### src/skyra_pkg.sv
package skyra_pkg;

  localparam int MAX_SEGMENTS_DEF = 64;
  localparam int COORD_W = 13;
  localparam int POS_W = 12;
  localparam int STATUS_W = 2;

  localparam logic [COORD_W-1:0] ATLAS_WIDTH_RST = 13'd512;
  localparam logic [COORD_W-1:0] ATLAS_HEIGHT_RST = 13'd512;

  // Configuration register indexes.
  localparam logic CFG_ATLAS_WIDTH = 1'b0;
  localparam logic CFG_ATLAS_HEIGHT = 1'b1;

  // Result status codes.
  localparam logic [STATUS_W-1:0] ST_OK = 2'd0;
  localparam logic [STATUS_W-1:0] ST_NO_ROOM = 2'd1;
  localparam logic [STATUS_W-1:0] ST_FULL = 2'd2;

  typedef struct packed {
    logic [COORD_W-1:0] x;
    logic [COORD_W-1:0] y;
    logic [COORD_W-1:0] w;
  } seg_t;

  typedef enum logic [4:0] {
    OP_NOP,
    OP_CLEAR,
    OP_ACCEPT,
    OP_RD_A,
    OP_FIT_A,
    OP_FIT_CHK,
    OP_FIT_B,
    OP_DECIDE,
    OP_INS,
    OP_INS_WR,
    OP_TRIM_CHK,
    OP_TRIM_EV,
    OP_RM,
    OP_RM_WR,
    OP_MRG_CHK,
    OP_MRG_A,
    OP_MRG_B,
    OP_EMIT
  } dp_op_t;

  typedef struct packed {
    dp_op_t op;
  } cmd_t;

  typedef struct packed {
    logic a_end;
    logic anc_fail;
    logic anc_zero;
    logic left_done;
    logic cur_end;
    logic b_fail;
    logic best_v;
    logic full;
    logic ins_more;
    logic i_end;
    logic trim_stop;
    logic trim_rm;
    logic rm_more;
    logic mrg_more;
    logic mrg_eq;
  } sts_t;

endpackage

### src/skyra_if.sv
interface skyra_req_if;
  logic valid;
  logic ready;
  logic action;
  logic [12:0] req_width;
  logic [12:0] req_height;

  modport source (output valid, output action, output req_width, output req_height,
                  input ready);
  modport sink (input valid, input action, input req_width, input req_height,
                output ready);
endinterface

interface skyra_res_if;
  logic valid;
  logic ready;
  logic [11:0] pos_x;
  logic [11:0] pos_y;
  logic [1:0] status;

  modport source (output valid, output pos_x, output pos_y, output status, input ready);
  modport sink (input valid, input pos_x, input pos_y, input status, output ready);
endinterface

### src/skyra_dp.sv
module skyra_dp #(
  parameter int MAX_SEGS = skyra_pkg::MAX_SEGMENTS_DEF
) (
  input  logic clk,
  input  logic rst,
  input  skyra_pkg::cmd_t cmd,
  output skyra_pkg::sts_t sts,
  input  logic [skyra_pkg::COORD_W-1:0] atlas_width,
  input  logic [skyra_pkg::COORD_W-1:0] atlas_height,
  input  logic [skyra_pkg::COORD_W-1:0] in_width,
  input  logic [skyra_pkg::COORD_W-1:0] in_height,
  output logic [skyra_pkg::POS_W-1:0] pos_x,
  output logic [skyra_pkg::POS_W-1:0] pos_y,
  output logic [skyra_pkg::STATUS_W-1:0] status
);
  import skyra_pkg::*;

  localparam int AW = $clog2(MAX_SEGS);
  localparam int CW = $clog2(MAX_SEGS + 1);

  seg_t mem [MAX_SEGS];
  seg_t rdata;
  seg_t wdata;
  seg_t hold;
  logic [AW-1:0] raddr;
  logic [AW-1:0] waddr;
  logic we;

  logic [COORD_W-1:0] rw;
  logic [COORD_W-1:0] rh;
  logic [CW-1:0] count;
  logic [CW-1:0] a;
  logic [CW-1:0] cur;
  logic [CW-1:0] i;
  logic [CW-1:0] k;
  logic [CW-1:0] best;
  logic best_v;
  logic [COORD_W-1:0] fy;
  logic [COORD_W-1:0] ax;
  logic [COORD_W-1:0] anw;
  logic [COORD_W-1:0] best_x;
  logic [COORD_W-1:0] best_y;
  logic [COORD_W-1:0] best_w;
  logic signed [COORD_W+1:0] left;
  logic [COORD_W-1:0] res_x;
  logic [COORD_W-1:0] res_y;
  logic [STATUS_W-1:0] res_st;

  logic [COORD_W-1:0] clr_w;
  logic [COORD_W+1:0] anc_right;
  logic [COORD_W+1:0] anc_bottom;
  logic [COORD_W-1:0] ny;
  logic [COORD_W+1:0] ny_bottom;
  logic [COORD_W:0] trim_end;
  logic [COORD_W:0] seg_end;
  logic [CW-1:0] k_m1;
  logic [CW:0] k_p1;
  logic [CW:0] i_p1;
  logic cand_zero;
  logic cand_chk;

  assign clr_w = (atlas_width >= 13'd2) ? atlas_width - 13'd2 : '0;
  assign anc_right = {2'b00, rdata.x} + {2'b00, rw} + 15'd1;
  assign anc_bottom = {2'b00, rdata.y} + {2'b00, rh} + 15'd1;
  assign ny = (rdata.y > fy) ? rdata.y : fy;
  assign ny_bottom = {2'b00, ny} + {2'b00, rh} + 15'd1;
  assign trim_end = {1'b0, best_x} + {1'b0, rw};
  assign seg_end = {1'b0, rdata.x} + {1'b0, rdata.w};
  assign k_m1 = k - CW'(1);
  assign k_p1 = {1'b0, k} + (CW+1)'(1);
  assign i_p1 = {1'b0, i} + (CW+1)'(1);

  always_comb begin
    sts.a_end = a >= count;
    sts.anc_fail = (anc_right > {2'b00, atlas_width}) ||
                   (anc_bottom > {2'b00, atlas_height});
    sts.anc_zero = rw == '0;
    sts.left_done = left[COORD_W+1] || (left == '0);
    sts.cur_end = cur >= count;
    sts.b_fail = ny_bottom > {2'b00, atlas_height};
    sts.best_v = best_v;
    sts.full = count >= CW'(MAX_SEGS);
    sts.ins_more = k > best;
    sts.i_end = i >= count;
    sts.trim_stop = {1'b0, rdata.x} >= trim_end;
    sts.trim_rm = seg_end <= trim_end;
    sts.rm_more = k_p1 < {1'b0, count};
    sts.mrg_more = i_p1 < {1'b0, count};
    sts.mrg_eq = hold.y == rdata.y;
  end

  // A candidate replaces the best fit when it sits lower, or equally low on a narrower segment.
  assign cand_zero = !best_v || (rdata.y < best_y) || ((rdata.y == best_y) && (rdata.w < best_w));
  assign cand_chk = !best_v || (fy < best_y) || ((fy == best_y) && (anw < best_w));

  always_comb begin
    raddr = '0;
    waddr = '0;
    wdata = '0;
    we = 1'b0;
    case (cmd.op)
      OP_CLEAR: begin
        we = 1'b1;
        wdata = '{x: 13'd1, y: 13'd1, w: clr_w};
      end
      OP_RD_A: raddr = a[AW-1:0];
      OP_FIT_CHK: raddr = cur[AW-1:0];
      OP_INS: begin
        if (sts.ins_more) begin
          raddr = k_m1[AW-1:0];
        end else begin
          we = 1'b1;
          waddr = best[AW-1:0];
          wdata = '{x: best_x, y: best_y + rh, w: rw};
        end
      end
      OP_INS_WR: begin
        we = 1'b1;
        waddr = k[AW-1:0];
        wdata = rdata;
      end
      OP_TRIM_CHK: raddr = i[AW-1:0];
      OP_TRIM_EV: begin
        if (!sts.trim_stop && !sts.trim_rm) begin
          we = 1'b1;
          waddr = i[AW-1:0];
          wdata = '{x: trim_end[COORD_W-1:0], y: rdata.y,
                    w: COORD_W'(seg_end - trim_end)};
        end
      end
      OP_RM: raddr = k_p1[AW-1:0];
      OP_RM_WR: begin
        we = 1'b1;
        waddr = k[AW-1:0];
        wdata = rdata;
      end
      OP_MRG_CHK: raddr = i[AW-1:0];
      OP_MRG_A: raddr = i_p1[AW-1:0];
      OP_MRG_B: begin
        if (sts.mrg_eq) begin
          we = 1'b1;
          waddr = i[AW-1:0];
          wdata = '{x: hold.x, y: hold.y, w: hold.w + rdata.w};
        end
      end
      default: ;
    endcase
  end

  always_ff @(posedge clk) begin
    rdata <= mem[raddr];
    if (we) begin
      mem[waddr] <= wdata;
    end
  end

  always_ff @(posedge clk) begin
    if (rst) begin
      count <= CW'(1);
      best_v <= 1'b0;
    end else begin
      case (cmd.op)
        OP_CLEAR: begin
          count <= CW'(1);
          res_x <= '0;
          res_y <= '0;
          res_st <= ST_OK;
        end
        OP_ACCEPT: begin
          rw <= in_width;
          rh <= in_height;
          best_v <= 1'b0;
          a <= '0;
        end
        OP_FIT_A: begin
          if (sts.anc_fail) begin
            a <= a + CW'(1);
          end else if (sts.anc_zero) begin
            if (cand_zero) begin
              best_v <= 1'b1;
              best <= a;
              best_x <= rdata.x;
              best_y <= rdata.y;
              best_w <= rdata.w;
            end
            a <= a + CW'(1);
          end else begin
            fy <= rdata.y;
            ax <= rdata.x;
            anw <= rdata.w;
            left <= $signed({2'b00, rw}) - $signed({2'b00, rdata.w});
            cur <= a + CW'(1);
          end
        end
        OP_FIT_CHK: begin
          if (sts.left_done) begin
            if (cand_chk) begin
              best_v <= 1'b1;
              best <= a;
              best_x <= ax;
              best_y <= fy;
              best_w <= anw;
            end
            a <= a + CW'(1);
          end else if (sts.cur_end) begin
            a <= a + CW'(1);
          end
        end
        OP_FIT_B: begin
          if (sts.b_fail) begin
            a <= a + CW'(1);
          end else begin
            fy <= ny;
            left <= left - $signed({2'b00, rdata.w});
            cur <= cur + CW'(1);
          end
        end
        OP_DECIDE: begin
          k <= count;
          if (!best_v) begin
            res_x <= '0;
            res_y <= '0;
            res_st <= ST_NO_ROOM;
          end else if (sts.full) begin
            res_x <= '0;
            res_y <= '0;
            res_st <= ST_FULL;
          end else begin
            res_x <= best_x;
            res_y <= best_y;
            res_st <= ST_OK;
          end
        end
        OP_INS: begin
          if (!sts.ins_more) begin
            count <= count + CW'(1);
            i <= best + CW'(1);
          end
        end
        OP_INS_WR: k <= k_m1;
        OP_TRIM_CHK: begin
          if (sts.i_end) begin
            i <= '0;
          end
        end
        OP_TRIM_EV: begin
          if (!sts.trim_stop && sts.trim_rm) begin
            k <= i;
          end else begin
            i <= '0;
          end
        end
        OP_RM: begin
          if (!sts.rm_more) begin
            count <= count - CW'(1);
          end
        end
        OP_RM_WR: k <= k_p1[CW-1:0];
        OP_MRG_A: hold <= rdata;
        OP_MRG_B: begin
          if (sts.mrg_eq) begin
            hold.w <= hold.w + rdata.w;
            k <= i_p1[CW-1:0];
          end else begin
            i <= i_p1[CW-1:0];
          end
        end
        OP_EMIT: begin
          pos_x <= res_x[POS_W-1:0];
          pos_y <= res_y[POS_W-1:0];
          status <= res_st;
        end
        default: ;
      endcase
    end
  end

`ifndef NO_ASSERTIONS
  a_count_range: assert property (@(posedge clk) disable iff (rst)
    (count != '0) && (count <= CW'(MAX_SEGS)))
    else $error("segment count out of range");

  a_write_in_table: assert property (@(posedge clk) disable iff (rst)
    we |-> ({1'b0, waddr} <= (AW+1)'(count)))
    else $error("table write beyond the filled entries");

  a_insert_room: assert property (@(posedge clk) disable iff (rst)
    (cmd.op == OP_INS && !sts.ins_more) |-> !sts.full)
    else $error("insert into a full table");
`endif

endmodule

### src/skyra_ctrl.sv
module skyra_ctrl (
  input  logic clk,
  input  logic rst,
  input  logic in_valid,
  input  logic in_action,
  output logic in_ready,
  output logic out_valid,
  input  logic out_ready,
  input  skyra_pkg::sts_t sts,
  output skyra_pkg::cmd_t cmd
);
  import skyra_pkg::*;

  typedef enum logic [17:0] {
    S_INIT     = 18'h00001,
    S_IDLE     = 18'h00002,
    S_CLEAR    = 18'h00004,
    S_RD_A     = 18'h00008,
    S_FIT_A    = 18'h00010,
    S_FIT_CHK  = 18'h00020,
    S_FIT_B    = 18'h00040,
    S_DECIDE   = 18'h00080,
    S_INS      = 18'h00100,
    S_INS_WR   = 18'h00200,
    S_TRIM_CHK = 18'h00400,
    S_TRIM_EV  = 18'h00800,
    S_RM       = 18'h01000,
    S_RM_WR    = 18'h02000,
    S_MRG_CHK  = 18'h04000,
    S_MRG_A    = 18'h08000,
    S_MRG_B    = 18'h10000,
    S_DONE     = 18'h20000
  } state_t;

  state_t state;
  state_t state_next;
  logic rm_ret_mrg;
  logic rm_ret_mrg_next;
  logic out_free;
  logic accept;

  assign in_ready = state == S_IDLE;
  assign accept = in_valid && in_ready;
  assign out_free = !out_valid || out_ready;

  always_comb begin
    state_next = state;
    rm_ret_mrg_next = rm_ret_mrg;
    cmd.op = OP_NOP;
    case (state)
      S_INIT: begin
        cmd.op = OP_CLEAR;
        state_next = S_IDLE;
      end
      S_IDLE: begin
        if (accept) begin
          cmd.op = OP_ACCEPT;
          state_next = in_action ? S_RD_A : S_CLEAR;
        end
      end
      S_CLEAR: begin
        cmd.op = OP_CLEAR;
        state_next = S_DONE;
      end
      S_RD_A: begin
        cmd.op = OP_RD_A;
        state_next = sts.a_end ? S_DECIDE : S_FIT_A;
      end
      S_FIT_A: begin
        cmd.op = OP_FIT_A;
        state_next = (sts.anc_fail || sts.anc_zero) ? S_RD_A : S_FIT_CHK;
      end
      S_FIT_CHK: begin
        cmd.op = OP_FIT_CHK;
        state_next = (sts.left_done || sts.cur_end) ? S_RD_A : S_FIT_B;
      end
      S_FIT_B: begin
        cmd.op = OP_FIT_B;
        state_next = sts.b_fail ? S_RD_A : S_FIT_CHK;
      end
      S_DECIDE: begin
        cmd.op = OP_DECIDE;
        state_next = (!sts.best_v || sts.full) ? S_DONE : S_INS;
      end
      S_INS: begin
        cmd.op = OP_INS;
        state_next = sts.ins_more ? S_INS_WR : S_TRIM_CHK;
      end
      S_INS_WR: begin
        cmd.op = OP_INS_WR;
        state_next = S_INS;
      end
      S_TRIM_CHK: begin
        cmd.op = OP_TRIM_CHK;
        state_next = sts.i_end ? S_MRG_CHK : S_TRIM_EV;
      end
      S_TRIM_EV: begin
        cmd.op = OP_TRIM_EV;
        if (!sts.trim_stop && sts.trim_rm) begin
          rm_ret_mrg_next = 1'b0;
          state_next = S_RM;
        end else begin
          state_next = S_MRG_CHK;
        end
      end
      S_RM: begin
        cmd.op = OP_RM;
        if (sts.rm_more) begin
          state_next = S_RM_WR;
        end else begin
          state_next = rm_ret_mrg ? S_MRG_CHK : S_TRIM_CHK;
        end
      end
      S_RM_WR: begin
        cmd.op = OP_RM_WR;
        state_next = S_RM;
      end
      S_MRG_CHK: begin
        cmd.op = OP_MRG_CHK;
        state_next = sts.mrg_more ? S_MRG_A : S_DONE;
      end
      S_MRG_A: begin
        cmd.op = OP_MRG_A;
        state_next = S_MRG_B;
      end
      S_MRG_B: begin
        cmd.op = OP_MRG_B;
        if (sts.mrg_eq) begin
          rm_ret_mrg_next = 1'b1;
          state_next = S_RM;
        end else begin
          state_next = S_MRG_CHK;
        end
      end
      S_DONE: begin
        if (out_free) begin
          cmd.op = OP_EMIT;
          state_next = S_IDLE;
        end
      end
      default: state_next = S_INIT;
    endcase
  end

  always_ff @(posedge clk) begin
    if (rst) begin
      state <= S_INIT;
      rm_ret_mrg <= 1'b0;
      out_valid <= 1'b0;
    end else begin
      state <= state_next;
      rm_ret_mrg <= rm_ret_mrg_next;
      if (state == S_DONE && out_free) begin
        out_valid <= 1'b1;
      end else if (out_ready) begin
        out_valid <= 1'b0;
      end
    end
  end

`ifndef NO_ASSERTIONS
  a_clear_path: assert property (@(posedge clk) disable iff (rst)
    (accept && !in_action) |=> (state == S_CLEAR))
    else $error("clear request did not take the clear path");

  a_done_waits: assert property (@(posedge clk) disable iff (rst)
    (state == S_DONE && !out_free) |=> (state == S_DONE))
    else $error("result dropped while output register busy");

  a_emit_sets_valid: assert property (@(posedge clk) disable iff (rst)
    (state == S_DONE && out_free) |=> out_valid)
    else $error("emitted result not presented");
`endif

endmodule

### src/skyline_rect_allocator_unit.sv
// A clear request passes through the clear state and then the done state before its result is presented; an allocate
// request reads segments while fitting, summed over all anchors, then moves entries on insert or removal
// and compares neighbors of equal height while merging.
// Throughput: one request at a time; the next is taken once the result is in the output register.
// Reset: synchronous, active high; the init state then writes the padding segment, width and height go to 512.
//
// The skyline lives in a single-port-read, single-port-write memory with a registered read,
// so every segment visit first issues an address and then takes its data from the read register.
// The controller sequences the scan of all anchors, keeping the lowest fit
// (ties to the narrower segment, then the earlier one), then shifts the table up to insert
// the new segment, trims or removes segments it covers, and sweeps the table merging
// neighbors of equal height. The result waits in an output register so that the next
// request can be accepted while it is still pending.
module skyline_rect_allocator_unit #(
  parameter int MAX_SEGMENTS = skyra_pkg::MAX_SEGMENTS_DEF
) (
  input  logic clk,
  input  logic rst,
  input  logic cfg_we,
  input  logic cfg_index,
  input  logic [skyra_pkg::COORD_W-1:0] cfg_data,
  skyra_req_if.sink req,
  skyra_res_if.source res
);
  import skyra_pkg::*;

  logic [COORD_W-1:0] atlas_width;
  logic [COORD_W-1:0] atlas_height;
  cmd_t cmd;
  sts_t sts;

  // Configuration registers; to be written by the user only while no request is in flight; not enforced.
  always_ff @(posedge clk) begin
    if (rst) begin
      atlas_width <= ATLAS_WIDTH_RST;
      atlas_height <= ATLAS_HEIGHT_RST;
    end else if (cfg_we) begin
      case (cfg_index)
        CFG_ATLAS_WIDTH: atlas_width <= cfg_data;
        CFG_ATLAS_HEIGHT: atlas_height <= cfg_data;
        default: ;
      endcase
    end
  end

  skyra_ctrl u_ctrl (
    .clk       (clk),
    .rst       (rst),
    .in_valid  (req.valid),
    .in_action (req.action),
    .in_ready  (req.ready),
    .out_valid (res.valid),
    .out_ready (res.ready),
    .sts       (sts),
    .cmd       (cmd)
  );

  skyra_dp #(
    .MAX_SEGS (MAX_SEGMENTS)
  ) u_dp (
    .clk          (clk),
    .rst          (rst),
    .cmd          (cmd),
    .sts          (sts),
    .atlas_width  (atlas_width),
    .atlas_height (atlas_height),
    .in_width     (req.req_width),
    .in_height    (req.req_height),
    .pos_x        (res.pos_x),
    .pos_y        (res.pos_y),
    .status       (res.status)
  );

endmodule
### src/flat_wrapper.sv
// flat-port wrapper written by rule: the top's interface ports become plain ports
module skyline_rect_allocator_unit_flat import skyra_pkg::*;
#(
  parameter int MAX_SEGMENTS = skyra_pkg::MAX_SEGMENTS_DEF
)
  (clk, rst, cfg_we, cfg_index, cfg_data, req_valid, req_action, req_req_width, req_req_height, req_ready, res_valid, res_pos_x, res_pos_y, res_status, res_ready);
  skyra_req_if req_i ();
  skyra_res_if res_i ();
  input  logic clk;
  input  logic rst;
  input  logic cfg_we;
  input  logic cfg_index;
  input  logic [skyra_pkg::COORD_W-1:0] cfg_data;
  input wire logic [$bits(req_i.valid)-1:0] req_valid;
  input wire logic [$bits(req_i.action)-1:0] req_action;
  input wire logic [$bits(req_i.req_width)-1:0] req_req_width;
  input wire logic [$bits(req_i.req_height)-1:0] req_req_height;
  output wire logic [$bits(req_i.ready)-1:0] req_ready;
  output wire logic [$bits(res_i.valid)-1:0] res_valid;
  output wire logic [$bits(res_i.pos_x)-1:0] res_pos_x;
  output wire logic [$bits(res_i.pos_y)-1:0] res_pos_y;
  output wire logic [$bits(res_i.status)-1:0] res_status;
  input wire logic [$bits(res_i.ready)-1:0] res_ready;
  assign req_i.valid = req_valid;
  assign req_i.action = req_action;
  assign req_i.req_width = req_req_width;
  assign req_i.req_height = req_req_height;
  assign req_ready = req_i.ready;
  assign res_valid = res_i.valid;
  assign res_pos_x = res_i.pos_x;
  assign res_pos_y = res_i.pos_y;
  assign res_status = res_i.status;
  assign res_i.ready = res_ready;
  skyline_rect_allocator_unit #(.MAX_SEGMENTS(MAX_SEGMENTS)) u_core (.clk(clk), .rst(rst), .cfg_we(cfg_we), .cfg_index(cfg_index), .cfg_data(cfg_data), .req(req_i), .res(res_i));
endmodule
### config.mk
export PLATFORM = sky130hd
export DESIGN_NAME = skyline_rect_allocator_unit_flat
export DESIGN_NICKNAME = d
export VERILOG_FILES = /design/src/skyra_pkg.sv /design/src/skyra_if.sv /design/src/skyra_dp.sv /design/src/skyra_ctrl.sv /design/src/skyline_rect_allocator_unit.sv /design/src/flat_wrapper.sv
export SDC_FILE = /design/constraint.sdc
export NUM_CORES = 2
export LEC_CHECK = 0
export BUFFER_PORTS_ARGS = -buffer_cell sky130_fd_sc_hd__buf_4
export CORE_MARGIN = 3
export CORE_UTILIZATION = 30
export DETAILED_ROUTE_END_ITERATION = 10
export GPL_ROUTABILITY_DRIVEN = 0
export GPL_TIMING_DRIVEN = 0
export PLACE_DENSITY_LB_ADDON = 0.08
export SYNTH_ARGS = -nofsm -noshare
export SYNTH_HDL_FRONTEND = slang
export SYNTH_SLANG_ARGS = --single-unit
export TNS_END_PERCENT = 10
### constraint.sdc
create_clock -name clk -period 12.1 [get_ports clk]
set_clock_uncertainty 0.05 [all_clocks]
set_input_delay 2.42 -clock clk [delete_from_list [all_inputs] [get_ports clk]]
set_output_delay 2.42 -clock clk [all_outputs]
set_load 0.1 [all_outputs]
# Word level (Yosys, flattened, before mapping)
# Memories as Yosys holds them, arrays and structs flattened. A register that Yosys moved wholly into a read port is not among the register bits.
# Cells that the tools add are included.
# totals
in_bits	46
ramBits	2496
out_inout_bits	28
wordCells	300
regBits	299
mem_count	1
# memory_table
memory	words	word_bits	rd	rd_ports_with_merged_regs	wr	line_no	rtl
u_core.u_dp.mem	64	39	1	1	1	skyra_dp.sv:21	seg_t mem [MAX_SEGS];
# op_classes
n_lt_le_gt_ge	18
add_sub_neg	22
reduce_logical	54
mux	112
n_bitwise	4
eq_ne	59
# ops
operator	count
one-hot mux 18 bit (18 select lines)	1
two-way mux 13 bit	21
one-hot mux 39 bit (5 select lines)	1
two-way mux 7 bit	22
one-hot mux 13 bit (2 select lines)	5
two-way mux 15 bit	8
two-way mux 39 bit	3
one-hot mux 5 bit (17 select lines)	1
two-way mux 18 bit	4
adder 13 x 13 -> 14 bit	5
one-hot mux 7 bit (4 select lines)	2
less-than comparator 13 bit	4
two-way mux 12 bit	4
one-hot mux 12 bit (2 select lines)	2
adder 14 x 1 -> 15 bit, second input constant	3
> comparator 15 x 13 -> 1 bit	3
== test 5 x 4 -> 1 bit, second input constant	8
== test 13 bit	3
two-way mux 6 bit	6
one-hot mux 6 bit (6 select lines)	1
one-hot mux 7 bit (5 select lines)	1
one-hot mux 15 bit (2 select lines)	1
adder 7 x 1 -> 7 bit, second input constant	4
one-hot mux 7 bit (2 select lines)	2
70 further kinds	154

# Depth between registers and ports, before layout
# logic_depth
depth_word	9
depth_mapped	35
ltp_nobuf	35

# By module
# Synthesis repeated with hierarchy kept, for this count alone.
# hier_totals
hier_cells	9484
hier_area_um2	122477.5
# by_module_without_submodules
module	area_each_um2	instances	cells_per_inst
skyra_dp	120058.9	1	9223
skyra_ctrl	1320.0	1	161
skyline_rect_allocator_unit	1098.6	1	100

# Worst setup path before layout
# Ideal clock, no wire load.
# synth_path
path_type	register to register
startpoint	register, netlist name u_core.u_dp.rdata[13]
endpoint	register u_core.u_dp.best[0], enable pin
synth_period_minus_slack_ns	7.729
setup_ns	0.519
setup_slack_ns	4.371
arrival_time_ns	7.160
required_time_ns	11.531
stages_incl_launch_ff	23
path_cell_list	dfxtp_1 > inv_1 > ha_1 > fa_1 > nor2b_1 > o21ai_0 > a21boi_0 > o21ai_0 > a21boi_0 > o21ai_0 > a21boi_0 > o21ai_0 > nand2b_1 > xor2_1 > ha_1 > and3_1 > nand3_1 > o32a_1 > o21ai_0 > nand4_1 > nor3_1 > a32oi_1 > a211oi_1
# synth_between
elab_chain_len	6
elab_cells_between_ends	12
cone_classes	add/sub (2); order compare (2); eq/ne (3); reduce/logical (5)
# synth_lines
element	line_no	rtl
adder 13 x 13 -> 14 bit	skyra_dp.sv:64	assign anc_bottom = {2'b00, rdata.y} + {2'b00, rh} + 15'd1;
adder 14 x 1 -> 15 bit	skyra_dp.sv:64	
> comparator 15 x 13 -> 1 bit	skyra_dp.sv:76	(anc_bottom > {2'b00, atlas_height});
logical OR 1 bit	skyra_dp.sv:75	sts.anc_fail = (anc_right > {2'b00, atlas_width}) ||
inequality test 2 bit (no source line)	--	
AND reduction 7 bit (no source line) *	--	
end signal: assignment	skyra_dp.sv:181	best <= a;
end signal: assignment	skyra_dp.sv:199	best <= a;
end: declaration	skyra_dp.sv:36	logic [CW-1:0] best;
# Every way passes the cells marked *; elsewhere a longest branch is shown, timed or not.
# A chain may end at the register's enable or synchronous reset.

# Worst setup path in the final report
# layout_path
startpoint	input res_ready
endpoint	register, netlist name u_core.u_dp.rdata[23]
# layout_between
elab_chain_len	6
elab_cells_between_ends	12
cone_classes	eq/ne (7); mux (3); reduce/logical (2)
# layout_lines
element	line_no	rtl
start: declaration	flat_wrapper.sv:23	input wire logic [$bits(res_i.ready)-1:0] res_ready;
logical OR 1 bit *	skyra_ctrl.sv:44	assign out_free = !out_valid || out_ready;
two-way mux 5 bit *	skyra_ctrl.sv:136	if (out_free) begin
one-hot mux 5 bit (17 select lines) *	skyra_ctrl.sv:50	case (state)
== test 5 x 4 -> 1 bit	skyra_dp.sv:101	case (cmd.op)
OR reduction 2 bit (no source line)	--	
one-hot mux 6 bit (6 select lines) *	skyra_dp.sv:101	
# Marked as above.

==> qor.csv <==
metric,value,unit
status,"complete, but fails checks",
violations,"capacitance limit, slew limit",
initial_core_util,30.23,%
critical_path_arrival,10120,ps
cts_root_buf,clkbuf_16,
worstMarginPinSlew,1666,ps
r2r_slack,2810,ps
total_power,26090,uW
syn_inst,8861,
core_area,0.3971,mm^2
hold_slack,343.0,ps
htreeDepth,5,
peakVddDrop,0.1232,mV
met3_wirelength,41530,um
dp_cells,14410,
grt_overflow,0,
nNetsFinal,9867,
drc,0,
avgSynthCellArea,13.55,um^2
yosysSeqAreaShare,70.10,%
rsz0062_at_grt,false,
maxCapViolations,13,
die_x,638.6,um
ys_top_cells_by_area,"edfxtp_1 (69%), nand2_1 (5.8%), ha_1 (3.1%)",
synth_top_area_share,68.55,%
leakage,0.04904,uW
slew_headroom,-13.94,%
clk_pin_slew,60,ps
yosys.area.top_type,edfxtp_1,
drt_iter0_markers,10730,
wl_per_cell,35.47,um
synth_top_flop_cell,edfxtp_1,
met1Wirelength,227100,um
slew_violations,52,
num_rows,231,
hold_depth,0,
drt-pass1-iter-count,8,
route.antenna.remaining_nets,0,
postCtsSetupBuffers,0,
cts_hold_buf,0,
cp_max_fo,10,
cp.required,12790,ps
cts_made_buffers,334,
synth_area,0.1201,mm^2
antenna_found_initial,64,
multi_input_area,0.03408,mm^2
insertion_delay,970,ps
end_kind,register,
critPathKind,primary input to register,
die_h,638.6,um
cts_sinks,2834,
cts_tree,yes,
ios,74,
dieArea,0.4078,mm^2
wl_met2,237400,um
vias_per_cell,5.472,
dr.max_layer_used,met5,
fmax,105.9,MHz
drive_gt1_share,13.37,%
setup_viol,0,
io_buffers,72,
ys_warn_count,0,
synth.distinct_cells,90,
area_delta_synth_final,19.71,%
grt_pass1_wl,709500,um
grt_pass1_vias,78640,
hold_class,register to register,
hp-start,u_core.u_dp.res_st[1],
r2r_end,u_core.u_dp.rdata[23],
crit_path_start,res_ready,
fin_crit,9439,ps
syn_nets,9217,
grt_max_degree,65,
setup-tns-final,0,ps
finalHoldViolCount,0,
dp_hpwl,390400,um
postLayoutCoreUtil,36.19,%
hold_path_end,u_core.u_dp.status[1],
wirelength,534400,um
seqCellArea,0.08417,mm^2
power_density,181.5,mW/mm^2
synth_seq_cells,2834,
startpoint_type,primary input,
r2r-start,u_core.u_dp.k[0],
min_period_over_period,78.01,%
synth-async-reset-ratio,0,%
fin_cells,15070,
n_fill_cell,38220,
synth_edf_count,2741,
grtUsageTotal,25.56,%
cts_buffer_depth,4,
vias,82440,
ff2ff_path_depth,14,
cts_resized,0,
-- worst max path at each step --
stage | endpoint | slack [ps]
3_3_place_gp | u_core.u_dp.mem[30][28] | -5660
5_1_grt | u_core.u_dp.mem[44][7] | 2590
4_1_cts | u_core.u_dp.rdata[24] | 3000
3_5_place_dp | u_core.u_dp.rdata[24] | 1970
6_report | u_core.u_dp.rdata[23] | 2660
2_1_floorplan | u_core.u_dp.best[0] | 4370
-- stage by stage --
step / area, um^2 / setup WS, ps
after floorplan: 120100 / 4371
after global placement: 127200 / -5657
after detailed placement: 133000 / 1972
after CTS: 143600 / 3002
after global routing: 143700 / 2588
final: 143700 / 2661
-- layer usage --
layer	up-vias	GRT usage, %
met5	-	0
met3	805	5.024
met2	3691	39.29
met1	43030	34.72
met4	20	11.92
li1	34900	-
-- worst max-delay path, cell delays in order --
cell and delay, ps:
buf_4 80, nand2b_1 210, nand4bb_1 250, and3_1 350
nor3b_2 250, a41oi_2 1130, nand2_1 860, clkbuf_1 810
clkbuf_1 710, a21oi_1 1140, nor2_1 630, nor4_1 1210
-- synthesized netlist by cell type, drive strengths merged (93+ instances only) --
cell	n
ha	299
a31oi	103
mux2i	270
edfxtp	2741
clkbuf	168
o21ai	226
buf	290
a21oi	339
nand3	627
nor2	338
nand2	1840
dfxtp	93
a32oi	101
xnor2	99
inv	190
nand4	99
-- kinds of logic after synthesis --
group / count (synthesis) / synth area share [%]
muxes: 365 / 3.892
AOI/OAI and AO/OA: 1296 / 7.309
xor gates and xnor gates: 146 / 1.065
and+or+nand+nor: 3262 / 11.92
buffers and inverters: 648 / 2.405
adders and majority gates: 310 / 3.299
DFF: 2834 / 70.10
-- flip-flops by register name, summed over array words and instances (netlist names), 15 cells and up --
signal,count
u_core.u_dp.left,15
u_core.u_ctrl.state,18
u_core.u_dp.mem,2496
u_core.u_dp.hold,39
u_core.u_dp.rdata,39
-- layout by cell type, fill, tap and decap left out, drive strengths merged, types with 37 or more instances in the layout --
cell type	n
o22ai	52
xnor2	99
diode	40
nor3	55
o21ai	226
nand2	1840
nand3	627
a21o	42
a21oi	339
mux4	80
ha	299
a32oi	101
mux2i	270
edfxtp	2741
dfxtp	93
nor4	61
xor2	47
a2111oi	43
clkbuf	605
nor2b	52
a31oi	103
buf	602
a221oi	50
nand4	99
nor2	338
o21a	38
o221ai	37
clkinv	138
and3	46
inv	202
nand2b	45
-- where the power goes --
group	total (uW)	switching, uW	internal (uW)
Clock	9920	4270	5650
Combinational	4500	3020	1480
Sequential	11700	326	11300
Total	26100	7620	18500
-- area by class of cell --
cell class	count	share of cell area (%)
multi-input cells	5379	23.71
flip-flops and latches	2834	58.56
well taps	5242	4.563
inverters	190	0.5136
repair buffers	314	3.715
clock buffers	435	6.286
diodes	40	0.06964
plain buffers	458	1.516
clock inverters	173	1.061
(Power assumes the default switching activity.)
